--- config.mk ---
export PLATFORM = sky130hd
export DESIGN_NAME = fat_queue
export DESIGN_NICKNAME = d
export VERILOG_FILES = /design/src/hdl/ipv4_flow_accounting_table_assert.svh /design/src/hdl/fat_pkg.sv /design/src/hdl/fat_queue.sv
export SDC_FILE = /design/constraint.sdc
export NUM_CORES = 1
export LEC_CHECK = 0
export CORE_MARGIN = 10
export CORE_UTILIZATION = 45
export CTS_CLUSTER_DIAMETER = 100
export CTS_CLUSTER_SIZE = 10
export DETAILED_ROUTE_END_ITERATION = 12
export DONT_BUFFER_PORTS = 1
export GPL_ROUTABILITY_DRIVEN = 0
export SLEW_MARGIN = 20
export SYNTH_ARGS = -nofsm -noshare
export SYNTH_HDL_FRONTEND = slang
export SYNTH_SLANG_ARGS = --single-unit
export TNS_END_PERCENT = 10
--- constraint.sdc ---
create_clock -name clk -period 6.57 [get_ports clk]
set_clock_uncertainty 0.15 [all_clocks]
set_input_delay 0.9855 -clock clk [delete_from_list [all_inputs] [get_ports clk]]
set_output_delay 0.9855 -clock clk [all_outputs]
set_load 0.05 [all_outputs]
--- src/hdl/ipv4_flow_accounting_table_assert.svh ---
// assertion macros for the flow accounting table
`ifndef IPV4_FLOW_ACCOUNTING_TABLE_ASSERT_SVH
`define IPV4_FLOW_ACCOUNTING_TABLE_ASSERT_SVH
`ifndef SYNTHESIS
`define FAT_ASSERT_IMP(label, clk, rst_n, a, c) \
  label: assert property (@(posedge clk) disable iff (!rst_n) (a) |-> (c)) \
    else $error("assertion failed");
`define FAT_ASSERT_NXT(label, clk, rst_n, a, c) \
  label: assert property (@(posedge clk) disable iff (!rst_n) (a) |=> (c)) \
    else $error("assertion failed");
`else
`define FAT_ASSERT_IMP(label, clk, rst_n, a, c)
`define FAT_ASSERT_NXT(label, clk, rst_n, a, c)
`endif
`endif

--- src/hdl/fat_pkg.sv ---
package fat_pkg;
  localparam int FLOW_ENTRIES = 64;
  localparam int IDX_W = $clog2(FLOW_ENTRIES);
  localparam int CNT_W = IDX_W + 1;
  localparam logic [15:0] ETYPE_IPV4 = 16'h0800;
  localparam logic [7:0] PROTO_TCP = 8'h06;
  localparam logic [7:0] PROTO_UDP = 8'h11;
  localparam int QUEUE_DEPTH = 2;

  typedef struct packed {
    logic [15:0] ethertype;
    logic [7:0]  ip_protocol;
    logic [31:0] source_address;
    logic [31:0] dest_address;
    logic [15:0] source_port;
    logic [15:0] dest_port;
    logic [15:0] ip_total_length;
  } in_item_t;

  typedef struct packed {
    logic [7:0]  flow_protocol;
    logic [31:0] flow_source;
    logic [31:0] flow_dest;
    logic [15:0] flow_source_port;
    logic [15:0] flow_dest_port;
    logic [31:0] packet_total;
    logic [47:0] byte_total;
    logic [15:0] flows_lost;
    logic        last_record;
  } out_item_t;

  typedef struct packed {
    logic [63:0] addr_key;
    logic [39:0] pp_key;
    logic [15:0] tlen;
    logic        dump;
  } job_t;

  typedef enum logic [2:0] {
    ST_IDLE, ST_SEARCH, ST_CHECK, ST_UPDATE, ST_DUMP_RD, ST_DUMP_OUT
  } back_state_t;

  function automatic logic is_well_known(input logic [15:0] p);
    return p == 16'd20 || p == 16'd22 || p == 16'd23 || p == 16'd25 ||
           p == 16'd53 || p == 16'd80 || p == 16'd443;
  endfunction
endpackage

--- src/hdl/fat_queue.sv ---
module fat_queue (
  input  logic          clk,
  input  logic          rst_n,
  input  logic          push,
  input  fat_pkg::job_t push_data,
  input  logic          pop,
  output fat_pkg::job_t pop_data,
  output logic          empty,
  output logic          full
);
  import fat_pkg::*;
  job_t mem_r [QUEUE_DEPTH];
  logic [0:0] wp_r, rp_r;
  logic [1:0] cnt_r;

  assign empty = cnt_r == 2'd0;
  assign full = cnt_r == 2'(QUEUE_DEPTH);
  assign pop_data = mem_r[rp_r];

  always_ff @(posedge clk) begin
    if (push) begin
      mem_r[wp_r] <= push_data;
    end
  end

  always_ff @(posedge clk) begin
    if (!rst_n) begin
      wp_r <= '0;
      rp_r <= '0;
      cnt_r <= '0;
    end else begin
      if (push) wp_r <= wp_r + 1'b1;
      if (pop) rp_r <= rp_r + 1'b1;
      cnt_r <= cnt_r + 2'(push) - 2'(pop);
    end
  end
endmodule

== Word level (Yosys, flattened, before mapping) ==
Memories as Yosys holds them, arrays and structs flattened. A register that Yosys moved wholly into a read port is not among the register bits.
Cells that the tools add are included.

* Add/subtract/negate cells: 4
* Magnitude comparators: 0
* Multiplexer cells: 4
* Eq/ne operators: 1
* Divide/modulo/power cells: 0
* Shift-type cells: 0
* Reduce and logical (&&, ||, !) cells: 1
* $mul: 0
* Bitwise logic cells: 0

{| class="wikitable"
|+ Operator list
! operator !! count
|-
| $mux W1 || 4
|-
| $add A1 B1 Y1 const B || 2
|-
| $add A2 B1 Y2 || 1
|-
| $eq A2 B2 Y1 const B || 1
|-
| $logic_not A2 Y1 || 1
|-
| $sub A2 B1 Y2 || 1
|}

* Word-level logic and storage cells: 14
* Memory bits (writable): 242
* ROM bits: 0
* Register bits: 4
* Memories: 1
* Output and inout port bits: 123
* Bits in latches: 0

{| class="wikitable"
|+ Memories
! memory !! words !! width !! rd ports !! clocked after memory_dff !! wr ports !! RTL line !! source
|-
| mem_r || 2 || 121 || 1 || 1 || 1 || fat_queue.sv:12 || <nowiki>job_t mem_r [QUEUE_DEPTH];</nowiki>
|}

== Depth between registers and ports, before layout ==
* Word-level depth: 3
* Gate-level depth with buffers: 6
* Mapped depth without buffers: 6

== Worst setup path after synthesis ==
No wires, ideal clock.

* Kind: in2reg
* From: input port push
* To: memory mem_r[0][0] (netlist name) (enable)
* Stages on the path: 1
* Arrival: 6.266 ns
* Path slack: -0.463 ns
* Cell sequence: nor2b_1

* Longest elaborated chain between the ends: 2

{| class="wikitable"
|+ RTL lines
! what !! RTL line !! source
|-
| start: declaration || fat_queue.sv:4 || <nowiki>input logic push,</nowiki>
|-
| $mux W1 || fat_queue.sv:21 || <nowiki>if (push) begin</nowiki>
|-
| $mux W1 (not written as such) || fat_queue.sv:22 || <nowiki>mem_r[wp_r] <= push_data;</nowiki>
|-
| end: declaration || fat_queue.sv:12 ||
|}

Every way passes these cells.

==> flow_summary.ini <==
[layout]
finalInstanceArea_mm2 = 0.01003
nets = 545
mostFrequentLayoutCells = edfxtp_1, mux2_2, clkbuf_16
layout.cells.most_common = edfxtp_1
drive_gt1_frac = 0.3692
regArea_mm2 = 0.007371
multi_input_area_mm2 = 0.001490
n_antenna_cell = 0
fillCellCount = 1536
area_delta_synth_final_pct = 11.72

[clock_tree]
cts_tree = yes
post_cts_resize_count = 0
cts_max_path_buffers = 3
clock_sinks = 247
cts-htree-levels = 1
numCtsBuffers = 28
path_clk_slew_ns = 0.06
postCtsHoldBufs = 0
post_cts_buffers = 0
insertion_delay_ns = 0.52
root_buffer = clkbuf_16

[setup_path]
worstSetupEndpointType = output pin
slowest_delay_ns = 0.80
worstSetupPathType = reg2out
slowest_stage = buf_4
critical_path_buf_inv_count = 1
rrSetupSlack_ns = 4.06
startpoint_type = register
path_max_fanout = 70
crit_family = buffers and inverters
crit_arrival_ns = 2.72
worstPathCellList = buf_4 > mux2_2
required_ns = 5.43

[logic_synthesis]
syn_inst = 397
synth-seq-area-share = 0.8205
syn_area_mm2 = 0.008979
synth_area_leader_cell = edfxtp_1
synth_cell_types = 14
synth_top_area_share = 0.8094
synthTopCellsByArea = edfxtp_1, mux2_2, buf_6
syn_avg_cell_area_um2 = 22.62
ys_ff_latch = 247
syn-num-nets = 524
yosysWarnings = 0

[power_and_ir_drop]
peakVddDrop_mv = 0.2565
powerDensity_mw_per_mm2 = 364.9
p_sw_uw = 945.7
p_int_mw = 2.715
leakage_nw = 3.242
combPwrFrac = 0.133
power_switching_share = 0.2584
p_seq_frac = 0.507
p_clk_frac = 0.360

[drt]
drc_errors = 0
ant_nets = 0
dr.pass1.iters = 4
wl_um = 16850
drt-initial-drc-count = 212
route.detailed.wl_per_inst_um = 24.31
viasPerCell = 5.211
num_vias = 3611

[sta]
max_freq_mhz = 259.6
worstMarginPinSlew_ns = 1.009
final_max_slew_viol_count = 0
hold_viol = 0
tns_ns = 0
finalCriticalPeriod_ns = 3.853
finalSetupViolCount = 0
rsz0062_at_grt = no
period_share = 0.5864
slew_headroom = 0.3258

[floorplan]
io_pins = 248
start_util = 0.4598
die_area_mm2 = 0.02600
rows = 51
die_h_um = 161.3
die_x_um = 161.3
design.core.area_mm2 = 0.01953

[placement]
place_area_mm2 = 0.009235
hpwl_um = 11330
portBuffers = 0

[global_route]
antenna_found_initial = 0
grt_max_degree = 88
grt_pass1_wl_um = 24780
overflow = 0
first_global_vias = 3786
grtUsageTotal = 0.1236

[worst_hold_path]
worstHoldPathType = in2reg

[flow_run]
drv_cap = 0

[run_status]
outcome = completed
## registers in the layout (all words and copies together) (netlist names), named ones only
name,count
rp_r,1
cnt_r,2
wp_r,1
mem_r,242
## final cells by class
type,instances,area share
Inverter,2,0.0007484
Timing Repair Buffer,4,0.006237
Sequential cell,247,0.7348
Clock buffer,39,0.07609
Tap cell,265,0.03305
Multi-Input combinational cell,135,0.1486
Clock inverter,1,0.0004989
## layer usage
layer	track usage	part of all wire
met1	0.1348	0.36
met2	0.1938	0.47
met3	0.08236	0.16
met4	0.03391	0.016
met5	0	0
## synthesized netlist by cell type
library cell / count
and2_1: 4
buf_2: 3
buf_4: 1
buf_6: 9
dfxtp_1: 5
edfxtp_1: 242
ha_1: 2
inv_1: 2
mux2_2: 121
nor2_1: 1
nor2b_1: 4
o21a_1: 1
xnor3_1: 1
xor2_1: 1
## cell families after synthesis
| logic type | after synthesis | share of synthesized area |
|---|---|---|
| flops | 247 | 0.8205 |
| xor+xnor | 2 | 0.003484 |
| mux | 121 | 0.1518 |
| fa+ha+maj | 2 | 0.002787 |
| simple gates | 9 | 0.005991 |
| compound gates | 1 | 0.0008364 |
| buf+inv | 15 | 0.01463 |
## per-stage QoR
step	hold slack [ns]	power (mW)	setup WS [ns]	std cells	utilization
floorplan	0.4046	2.336	1.823	397	-
global placement	0.4096	2.374	3.214	652	0.4730
detailed placement	0.4212	2.379	3.201	652	0.4730
CTS	0.3748	3.707	2.616	692	0.5123
global route	0.3755	3.794	2.510	693	0.5137
finish	0.4077	3.660	2.717	693	0.5137
## worst paths after layout
path                      start            to  depth (start not counted)
setup / recovery       register  pop_data[48]                          2
hold / removal    push_data[85]  mem_r[1][85]                          0
setup reg to reg           wp_r   mem_r[1][3]                          2
hold reg to reg            rp_r      register                          2
## power groups by stage
stage	Sequential [mW]	Combinational [mW]	Clock, mW
floorplan	1.88	0.460	0
global placement	1.89	0.489	0
detailed placement	1.89	0.490	0
CTS	1.86	0.492	1.36
global route	1.86	0.506	1.42
finish	1.86	0.486	1.32
## worst register-to-register path: cells and delay by family (launching register included)
| kind | cells | cell delay (ns) |
|---|---|---|
| buffers and inverters | 1 | 0.77 |
| DFF | 1 | 0.39 |
| and+or+nand+nor | 1 | 0.75 |
Note: power is estimated with default switching activity, not from simulation.
