<file path="config.mk">
export PLATFORM = sky130hd
export DESIGN_NAME = fat_front
export DESIGN_NICKNAME = d
export VERILOG_FILES = /design/src/hdl/ipv4_flow_accounting_table_assert.svh /design/src/hdl/fat_pkg.sv /design/src/hdl/fat_front.sv
export SDC_FILE = /design/constraint.sdc
export NUM_CORES = 1
export LEC_CHECK = 0
export CORE_AREA = 8 8 103 105
export DETAILED_ROUTE_END_ITERATION = 8
export DIE_AREA = 0 0 111 113
export DONT_BUFFER_PORTS = 1
export PLACE_DENSITY = 0.46
export REMOVE_ABC_BUFFERS = 1
export SLEW_MARGIN = 15
export SYNTH_ARGS = -nofsm -noshare
export SYNTH_HDL_FRONTEND = slang
export SYNTH_SLANG_ARGS = --single-unit
</file>
<file path="constraint.sdc">
create_clock -name clk -period 3 [get_ports clk]
set_input_delay 0.45 -clock clk [delete_from_list [all_inputs] [get_ports clk]]
set_output_delay 0.45 -clock clk [all_outputs]
set_load 0.05 [all_outputs]
</file>
<file path="src/hdl/ipv4_flow_accounting_table_assert.svh">
// assertion macros for the flow accounting table
`ifndef IPV4_FLOW_ACCOUNTING_TABLE_ASSERT_SVH
`define IPV4_FLOW_ACCOUNTING_TABLE_ASSERT_SVH
`ifndef SYNTHESIS
`define FAT_ASSERT_IMP(label, clk, rst_n, a, c) \
  label: assert property (@(posedge clk) disable iff (!rst_n) (a) |-> (c)) \
    else $error("assertion failed");
`define FAT_ASSERT_NXT(label, clk, rst_n, a, c) \
  label: assert property (@(posedge clk) disable iff (!rst_n) (a) |=> (c)) \
    else $error("assertion failed");
`else
`define FAT_ASSERT_IMP(label, clk, rst_n, a, c)
`define FAT_ASSERT_NXT(label, clk, rst_n, a, c)
`endif
`endif

</file>
<file path="src/hdl/fat_pkg.sv">
package fat_pkg;
  localparam int FLOW_ENTRIES = 64;
  localparam int IDX_W = $clog2(FLOW_ENTRIES);
  localparam int CNT_W = IDX_W + 1;
  localparam logic [15:0] ETYPE_IPV4 = 16'h0800;
  localparam logic [7:0] PROTO_TCP = 8'h06;
  localparam logic [7:0] PROTO_UDP = 8'h11;
  localparam int QUEUE_DEPTH = 2;

  typedef struct packed {
    logic [15:0] ethertype;
    logic [7:0]  ip_protocol;
    logic [31:0] source_address;
    logic [31:0] dest_address;
    logic [15:0] source_port;
    logic [15:0] dest_port;
    logic [15:0] ip_total_length;
  } in_item_t;

  typedef struct packed {
    logic [7:0]  flow_protocol;
    logic [31:0] flow_source;
    logic [31:0] flow_dest;
    logic [15:0] flow_source_port;
    logic [15:0] flow_dest_port;
    logic [31:0] packet_total;
    logic [47:0] byte_total;
    logic [15:0] flows_lost;
    logic        last_record;
  } out_item_t;

  typedef struct packed {
    logic [63:0] addr_key;
    logic [39:0] pp_key;
    logic [15:0] tlen;
    logic        dump;
  } job_t;

  typedef enum logic [2:0] {
    ST_IDLE, ST_SEARCH, ST_CHECK, ST_UPDATE, ST_DUMP_RD, ST_DUMP_OUT
  } back_state_t;

  function automatic logic is_well_known(input logic [15:0] p);
    return p == 16'd20 || p == 16'd22 || p == 16'd23 || p == 16'd25 ||
           p == 16'd53 || p == 16'd80 || p == 16'd443;
  endfunction
endpackage

</file>
<file path="src/hdl/fat_front.sv">
module fat_front (
  input  logic              clk,
  input  logic              rst_n,
  input  logic              in_valid,
  input  fat_pkg::in_item_t in_item,
  input  logic [19:0]       threshold,
  output fat_pkg::job_t     job,
  output logic              job_valid
);
  import fat_pkg::*;
  logic [19:0] frame_count_r, frame_count_nxt;
  logic [15:0] sp, dp;
  logic ws, wd, tcpudp;

  always_comb begin
    frame_count_nxt = (frame_count_r != 20'hFFFFF) ? frame_count_r + 20'd1 : frame_count_r;
    tcpudp = in_item.ip_protocol == PROTO_TCP || in_item.ip_protocol == PROTO_UDP;
    ws = is_well_known(in_item.source_port);
    wd = is_well_known(in_item.dest_port);
    sp = in_item.source_port;
    dp = in_item.dest_port;
    if (!tcpudp) begin
      sp = '0;
      dp = '0;
    end else if (ws && !wd) begin
      dp = '0;
    end else if (wd && !ws) begin
      sp = '0;
    end
    job.addr_key = {in_item.source_address, in_item.dest_address};
    job.pp_key = {in_item.ip_protocol, sp, dp};
    job.tlen = in_item.ip_total_length;
    job.dump = frame_count_nxt >= threshold;
    job_valid = in_valid && in_item.ethertype == ETYPE_IPV4;
  end

  always_ff @(posedge clk) begin
    if (!rst_n) begin
      frame_count_r <= '0;
    end else if (job_valid && job.dump) begin
      frame_count_r <= '0;
    end else if (in_valid) begin
      frame_count_r <= frame_count_nxt;
    end
  end
endmodule

</file>
* Yosys cells after proc, flatten, opt, wreduce, memory -nomap -nowiden
Index checks and enable logic that the tools add are counted.
Widths: inputs -> output; s select.
** Storage, ports and cells
- Flip-flop bits (word level) :: 20
** Operators by class
- Add/subtract/negate cells :: 1
- $lt $le $gt $ge :: 1
- Equal/unequal tests :: 18
- Muxes and demuxes :: 6
- Bitwise gates (word level) :: 1
- Reductions and logical operators :: 20
** Operators with widths (number)
- $eq 16x5->1 const B :: 8
- $mux 16 :: 5
- $eq 16x6->1 const B :: 2
- $eq 16x7->1 const B :: 2
- $eq 16x9->1 const B :: 2
- $add 20x1->20 const B :: 1
- $ge 20x20->1 :: 1
- $mux 20 :: 1
- $ne 20x20->1 const B :: 1
- $eq 16x12->1 const B :: 1
- $logic_or 1x1->1 :: 13
- $eq 8x3->1 const B :: 1
- $eq 8x5->1 const B :: 1
- $logic_and 1x1->1 :: 4
- $logic_not 1->1 :: 2
- $reduce_or 2->1 :: 1
- $not 1->1 :: 1

* Depth between registers and ports, before layout
Gate-level depths: netlist (run 1).
- Word-level depth :: 12
- Mapped depth :: 15
- Mapped depth without buffers :: 14

* Least setup slack after synthesis (run 1)
No wires, ideal clock.
- Kind :: reg-to-output
- From :: register frame_count_r[0]
- To :: output job[0] in the netlist's numbering
- Data arrival time :: 2.800 ns
- Slack :: -0.250 ns
- Cell stages (with the launch flop) :: 13
- Path buffers :: 1
- Cell sequence :: dfxtp_1 ha_1 nand2_1 nor3_2 nand2_1 clkbuf_1 xnor2_1 ha_1 nand2b_1 a21oi_1 o21ai_0 and3_1 or2_2
** RTL lines
- start, declared :: line fat_front.sv:11 : logic [19:0] frame_count_r, frame_count_nxt;
- start signal, assigned :: line fat_front.sv:43 : frame_count_r <= frame_count_nxt;
- end, declared :: line fat_front.sv:7 : output fat_pkg::job_t job,

==> results.py, run 1 <==
metrics = {
    "worst_setup_path": {
        "crit_type": "flip-flop to output pin",
        "endpoint": "job[0]",
        "worstPathRequired_ns": 2.55,
        "crit_path_start": "frame_count_r[8]",
        "cp_cell_sequence": "nand4_4 > nor4_4 > nand2_2 > nand3_4 > buf_6 > xnor2_2 > ha_1 > buf_6 > nand4_1 > nor4_4 > and3_1 > or2_4 > buf_12",
        "cpMaxStageDelayCell": "nor4_4",
        "cp_data_arrival_time_ns": 3.08,
        "critPathMaxStageDelay_ns": 0.42,
        "crit_path_max_fanout": 4,
        "cp-start-kind": "flip-flop",
        "endpoint_kind": "output pin",
        "cp_num_buf_inv": 3,
        "r2r_start": "frame_count_r[8]",
        "cp_top_family": "simple AND/OR/NAND/NOR gates",
        "cp.depth": 13,
        "reg2reg_slack_ns": -0.35,
        "reg2reg_depth": 16,
        "rr_endpoint": "frame_count_r[2]",
    },
    "floorplan": {
        "num_rows": 35,
        "start_util_pct": 33.4,
        "boundaryPins": 281,
        "chipHeight_um": 113,
        "die_w_um": 111,
        "core_region_area_sq_um": 8980,
        "dieArea_sq_um": 12500,
    },
    "power_and_ir_drop": {
        "p_sw_share_pct": 30.8,
        "p_leak_nw": 1.72,
        "power_density_nw_per_um2": 225,
        "p_total_uw": 774,
        "internal_power_uw": 536,
        "pwr-share-seq_pct": 38.6,
        "p_clk_share_pct": 28.2,
        "p_comb_share_pct": 33.2,
        "p_sw_uw": 239,
        "vdd_drop_max_mv": 0.163,
    },
    "clock_tree": {
        "clk_latency_ns": 0.26,
        "cts.htree.levels": 1,
        "cts_tree": "done",
        "root_buffer": "clkbuf_8",
        "cts_buffers": 3,
        "clock_sinks": 20,
        "cts_hold_buf": 0,
        "clockBufferDepth": 2,
        "clk_pin_slew_worst_paths_ns": 0.08,
    },
    "sta": {
        "drv_slew": 0,
        "finalClockSkew_ns": 0.00232,
        "post-route-min-period_ns": 3.53,
        "hold-worst-slack_ns": 0.396,
        "finalHoldViolCount": 0,
        "fmax_ghz": 0.284,
        "timing.final.crit_share_pct": 118,
        "rsz0062_at_grt": "yes",
        "worst_pin_slew_ns": 0.645,
        "max_slew_margin_pct": 57.2,
        "setup_slack_ns": -0.526,
        "finalSetupViolCount": 21,
    },
    "placement": {
        "place_congestion": 1.08,
        "dp.cells": 485,
        "dpl.hpwl_um": 20200,
        "port_buffers": 0,
    },
    "synthesis": {
        "synth-simple-area-share_pct": 33.4,
        "ys_ff_latch": 20,
        "syn_area_sq_um": 3000,
        "synth-edff-count": 0,
        "synthAdderAreaFrac_pct": 8.75,
        "muxShareOfSynthArea_pct": 1.04,
        "synthArstFlopShare_pct": 0,
        "synth-main-ff-cell": "dfxtp_1",
        "synth_top_family_by_area": "simple AND/OR/NAND/NOR gates",
        "yosys_warnings": 0,
        "synth-compound-area-share_pct": 9.46,
        "ys_seq_area_share_pct": 13.3,
        "ys_types": 51,
        "synth_xor_area_share_pct": 7.29,
        "syn_inst": 399,
        "syn_area_per_cell_sq_um": 7.53,
    },
    "flow_run": {
        "cap_violations": 0,
    },
    "global_route": {
        "grt_pass1_vias": 2946,
        "grt_max_degree": 17,
        "grtUsageTotal_pct": 33.5,
        "grt_pass1_wl_um": 28300,
        "overflow": 0,
        "grt_antenna_before_repair": 7,
    },
    "min_path": {
        "hold_path.class": "input pin to flip-flop",
    },
    "route": {
        "routedWlPerCell_um": 42.8,
        "first_pass_iters": 4,
        "vias": 2948,
        "first_iter_violations": 181,
        "routed_wl_um": 21900,
        "via_per_inst": 5.77,
        "ant_nets": 0,
        "drc": 0,
    },
    "layout": {
        "regMostFlops": "frame_count_r",
        "largest_reg_flops": 20,
        "top_regs": "frame_count_r (20)",
        "num-nets-final": 575,
        "area_growth_syn_to_layout_pct": 14.4,
        "layout-drive-gt1-share_pct": 37.6,
        "fin_cells": 511,
        "post-route-util_pct": 38.3,
    },
    "outcome": {
        "status": "finished with violations",
        "violations": "setup timing",
    },
}
[layout by cell type (no fill, tap or decap), drive strengths merged, types with 10 or more instances in the layout]
master,Yosys,final
inv,21,21
and3,41,41
nor4,10,10
nand4,14,14
xnor2,11,11
nor2,27,27
buf,92,92
xor2,14,14
nand2,22,22
a21oi,19,19
dfxtp,20,20
ha,21,21
[worst reg2reg max path, cell delays in order, from the launching register on]
cell	delay, ns
dfxtp_2	0.36
nand4_4	0.17
nor4_4	0.42
nand2_2	0.13
nand3_4	0.11
buf_6	0.10
xnor2_2	0.05
ha_1	0.30
buf_6	0.11
nand4_1	0.14
nor4_4	0.38
nand2_1	0.12
nand4_1	0.13
buf_4	0.12
o31a_1	0.34
buf_6	0.21
nor3b_2	0.05
[power groups by stage]
stage	Clock (mW)	Sequential (mW)	Combinational, mW
6_report	0.218	0.299	0.257
5_1_grt	0.233	0.302	0.284
4_1_cts	0.222	0.299	0.248
3_5_place_dp	0	0.297	0.205
3_3_place_gp	0	0.297	0.199
2_1_floorplan	0	0.305	0.122
[repair_timing]
item | 4_1_cts | 5_1_grt
gates resized for setup | 42 | 20
gates cloned | 1 | 0
setup endpoints to repair | 21 | 21
pin swaps | 28 | 9
setup buffers | 11 | 5
[area by class of cell]
cell class | count | area [sq um]
clock buffer | 4 | 55.1
tap | 111 | 139
inverter | 21 | 78.8
timing repair buffer | 92 | 737
multi-input combinational | 257 | 2000
fill | 955 | 5540
sequential | 20 | 413
antenna | 6 | 15.0
[how the worst min path moves through the flow]
stage                            startpoint           endpoint  slack [ns]  cells past startpoint
after floorplan           frame_count_r[15]  frame_count_r[15]        0.49                      2
after detailed placement  frame_count_r[19]  frame_count_r[19]        0.55                      2
after global routing               in_valid  frame_count_r[19]        0.39                      2
final                              in_valid  frame_count_r[19]        0.40                      2
after global placement    frame_count_r[19]  frame_count_r[19]        0.55                      2
after CTS                          in_valid  frame_count_r[17]        0.39                      2
[synthesized netlist by cell type, types with 4 or more instances]
cell type | instances | area [sq um]
nand4_1 | 12 | 75.1
nor2b_1 | 4 | 25.0
nor2_1 | 27 | 101
nand4b_1 | 6 | 52.6
dfxtp_1 | 20 | 400
and3_1 | 41 | 257
xnor2_1 | 11 | 96.3
a21oi_1 | 19 | 95.1
buf_4 | 89 | 668
nor4b_1 | 4 | 35.0
ha_1 | 21 | 263
a311oi_1 | 4 | 35.0
inv_1 | 21 | 78.8
nand2_1 | 22 | 82.6
xor2_1 | 14 | 123
clkbuf_1 | 8 | 30.0
nand2b_1 | 6 | 37.5
nand3_1 | 9 | 45.0
o21ai_0 | 8 | 40.0
nor4_1 | 7 | 43.8
[metrics by stage]
step           TNS [ns]  setup slack [ns]  cell area [sq um]
4_1_cts           -7.22            -0.494               3330
3_5_place_dp     -11.48            -0.592               3010
6_report          -7.14            -0.526               3430
3_3_place_gp      -9.51            -0.492               3010
2_1_floorplan     -7.10            -0.403               2280
5_1_grt          -10.86            -0.691               3420
[cell families (layout without fill, tap and decap cells)]
group | count (synthesis) | after routing
other | 0 | 6
multiplexers | 3 | 3
AO/OA/AOI/OAI | 46 | 46
buffers and inverters | 122 | 117
AND/OR/NAND/NOR | 162 | 162
XOR/XNOR | 25 | 25
flip-flops | 20 | 20
adder cells (fa/ha/maj) | 21 | 21
[layer usage]
metal	part of all wire [%]	routed length, um	up-vias	track usage [%]
met5	0.41	89	-	3.31
met2	49	10700	274	59.8
met3	23	5120	58	38.6
met4	9.1	1990	8	22.0
li1	-	-	1316	-
met1	18	3970	1292	16.2
No activity file was read; power rests on OpenSTA's default activity.
==> run 2, diff against run 1 <==
--- a/config.mk
+++ b/config.mk
@@ -5,11 +5,12 @@
 export SDC_FILE = /design/constraint.sdc
 export NUM_CORES = 1
 export LEC_CHECK = 0
-export CORE_AREA = 8 8 103 105
+export ABC_AREA = 1
+export CORE_AREA = 8 8 102 104
 export DETAILED_ROUTE_END_ITERATION = 8
-export DIE_AREA = 0 0 111 113
+export DIE_AREA = 0 0 110 112
 export DONT_BUFFER_PORTS = 1
-export PLACE_DENSITY = 0.46
+export PLACE_DENSITY = 0.51
 export REMOVE_ABC_BUFFERS = 1
 export SLEW_MARGIN = 15
 export SYNTH_ARGS = -nofsm -noshare
==> run 2 against run 1 <==
The flow still finishes with violations (setup timing). Global-route usage shrank 1.4 points. Clock-buffer cell count is 1 lower. Sequential cell count did not move. Clock skew increased by 0.0026 ns. Worst setup slack better by 0.51 ns. Synthesized cell count up 42%. Maximum frequency rose by 17%. Register-to-register slack improved by 0.64 ns. Cell area is 11% higher. Sequential power is 9.7% lower. Largest power group is now the clock network.
==> results.py, run 2 <==
metrics = {
    "outcome": {
        "status": "finished with violations",
        "violations": "setup timing",
    },
    "floorplan": {
        "num_rows": 35,
        "die_w_um": 110,
        "chipHeight_um": 112,
        "boundaryPins": 281,
        "start_util_pct": 37.3,
        "core_region_area_sq_um": 8890,
        "dieArea_sq_um": 12300,
    },
    "synthesis": {
        "synth-edff-count": 0,
        "syn_area_per_cell_sq_um": 5.85,
        "ys_ff_latch": 20,
        "synthTopCellsByArea": "buf_4, nand2_1, dfxtp_1, nor2_1, ha_1",
        "syn_inst": 567,
        "yosysTopAreaCellShare_pct": 20.1,
        "syn_area_sq_um": 3320,
        "synth_most_common_cell": "nand2_1",
        "ys_seq_area_share_pct": 12.1,
        "ys_types": 30,
        "synthArstFlopShare_pct": 0,
        "yosys.area.top_type": "buf_4",
        "synth_common_cells": "nand2_1, buf_4, nor2_1",
        "yosys_warnings": 0,
        "synth-main-ff-cell": "dfxtp_1",
    },
    "clock_tree": {
        "clk_latency_ns": 0.27,
        "cts_buffers": 3,
        "clockBufferDepth": 2,
        "cts.htree.levels": 1,
        "root_buffer": "clkbuf_8",
        "cts_hold_buf": 0,
        "cts_tree": "done",
        "clk_pin_slew_worst_paths_ns": 0.09,
        "clock_sinks": 20,
    },
    "worst_setup_path": {
        "crit_type": "flip-flop to output pin",
        "rr_endpoint": "frame_count_r[7]",
        "crit_path_max_fanout": 7,
        "endpoint_kind": "output pin",
        "r2r_start": "frame_count_r[4]",
        "reg2reg_slack_ns": 0.29,
        "cp-start-kind": "flip-flop",
        "cp_data_arrival_time_ns": 2.57,
        "reg2reg_depth": 19,
        "worstPathRequired_ns": 2.55,
    },
    "global_route": {
        "grt_antenna_before_repair": 6,
        "grt_max_degree": 33,
        "grt_pass1_vias": 3199,
        "grtUsageTotal_pct": 32.1,
        "grt_pass1_wl_um": 26500,
        "overflow": 0,
    },
    "layout": {
        "layout-drive-gt1-share_pct": 32.1,
        "layout_common_cells": "nand2_1, inv_1, nor2_1",
        "num-nets-final": 707,
        "stdcell_area_sq_um": 3830,
        "largest_reg_flops": 20,
        "regMostFlops": "frame_count_r",
        "n_fill_cell": 947,
        "top_regs": "frame_count_r (20)",
        "area_growth_syn_to_layout_pct": 15.4,
        "final_common_cell": "nand2_1",
    },
    "placement": {
        "dpl.hpwl_um": 18500,
        "place_congestion": 1.06,
        "port_buffers": 0,
        "placed_area_sq_um": 3070,
    },
    "sta": {
        "drv_slew": 0,
        "finalHoldViolCount": 0,
        "fmax_ghz": 0.331,
        "max_slew_margin_pct": 62.2,
        "worst_pin_slew_ns": 0.567,
        "finalSetupViolCount": 1,
        "rsz0062_at_grt": "yes",
        "finalClockSkew_ns": 0.00495,
        "post-route-min-period_ns": 3.02,
        "setup_slack_ns": -0.0168,
        "timing.final.crit_share_pct": 101,
        "hold-worst-slack_ns": 0.340,
    },
    "route": {
        "drc": 0,
        "via_per_inst": 5.50,
        "vias": 3510,
        "first_pass_iters": 4,
        "first_iter_violations": 220,
        "routed_wl_um": 21000,
        "ant_nets": 0,
        "routedWlPerCell_um": 33.0,
    },
    "min_path": {
        "hold_start": "in_valid",
        "whs_path_depth": 2,
        "hold_path.class": "input pin to flip-flop",
        "min_to": "frame_count_r[19]",
    },
    "power_and_ir_drop": {
        "power_density_nw_per_um2": 191,
        "p_leak_nw": 1.79,
        "vdd_drop_max_mv": 0.143,
    },
    "flow_run": {
        "cap_violations": 0,
    },
}
## run 2: cell count changes after synthesis, moves of 6 or more
cell	before	now
nand2_2	0	9
clkbuf_1	8	2
and3_1	41	0
a21oi_1	19	52
nand2_1	22	143
xnor2_1	11	0
inv_1	21	63
nand2b_1	6	0
nor2_1	27	82
nand4_1	12	4
buf_2	2	9
nand4b_1	6	0
nand3_1	9	19
## run 2: repair_timing
item,in CTS,in global routing
hold endpoints to repair,0,0
pin swaps,17,38
setup endpoints to repair,1,12
buffers inserted,5,6
resized for setup,46,89
gates cloned,1,0
## run 2: cell families after synthesis
family / synth area share, %
compound gates: 10.5
flops: 12.1
mux: 0.905
buf+inv: 30.0
fa+ha+maj: 7.92
simple gates: 35.5
xor+xnor: 3.17
## run 2: metrics by stage
| stage | utilization, % | setup WS [ns] | power [mW] | TNS (ns) | cells |
|---|---|---|---|---|---|
| 2_1_floorplan | - | -0.271 | 0.366 | -5.29 | 464 |
| 3_3_place_gp | 34.5 | 0.0903 | 0.400 | 0 | 622 |
| 3_5_place_dp | 34.5 | 0.0592 | 0.401 | 0 | 622 |
| 4_1_cts | 38.0 | -0.0508 | 0.700 | -0.0508 | 632 |
| 5_1_grt | 43.0 | -0.143 | 0.768 | -0.143 | 637 |
| 6_report | 43.0 | -0.0168 | 0.732 | -0.0168 | 638 |
## run 2: worst max-delay path by stage
stage	start	end	slack (ns)	depth (start not counted)
3_3_place_gp	frame_count_r[2]	job[0]	0.09	14
6_report	frame_count_r[4]	job[0]	-0.02	15
3_5_place_dp	frame_count_r[0]	job[0]	0.06	15
4_1_cts	frame_count_r[1]	job[0]	-0.05	16
5_1_grt	frame_count_r[10]	job[0]	-0.14	15
2_1_floorplan	frame_count_r[0]	frame_count_r[17]	-0.27	18
## run 2: worst max-delay path, stage by stage (launching register included)
cell and delay [ns]:
dfxtp_4 0.39, nand2_2 0.11, nor2_4 0.18, nand2_4 0.09, nor2_4 0.14, nand2_4 0.12, buf_12 0.19, nand2_4 0.07
ha_4 0.21, nand2_1 0.06, a21oi_1 0.07, nor2_2 0.15, nand2_2 0.09, nand2_1 0.06, nand4_1 0.15, buf_6 0.20
## run 2: cell type report
class | instances | area [sq um] | area share, %
Sequential cell | 20 | 434 | 11.3
Antenna cell | 1 | 2.50 | 0.0654
Multi-Input combinational cell | 380 | 2460 | 64.2
Clock inverter | 1 | 30.0 | 0.785
Inverter | 64 | 240 | 6.28
Timing Repair Buffer | 58 | 483 | 12.6
Tap cell | 111 | 139 | 3.63
Clock buffer | 3 | 41.3 | 1.08
## run 2: layer usage
metal | part of all wire [%] | vias up | track usage, %
met5 | 0.68 | - | 4.44
met4 | 10 | 14 | 23.2
met2 | 42 | 326 | 48.7
met3 | 24 | 72 | 36.1
met1 | 23 | 1500 | 21.3
li1 | - | 1598 | -
## run 2: power breakdown
| part | leakage [nW] | switching [mW] | internal [mW] |
|---|---|---|---|
| clock network | 0.0357 | 0.108 | 0.178 |
| logic | 1.58 | 0.104 | 0.0718 |
| registers | 0.171 | 0.00527 | 0.265 |
| total | 1.79 | 0.217 | 0.515 |
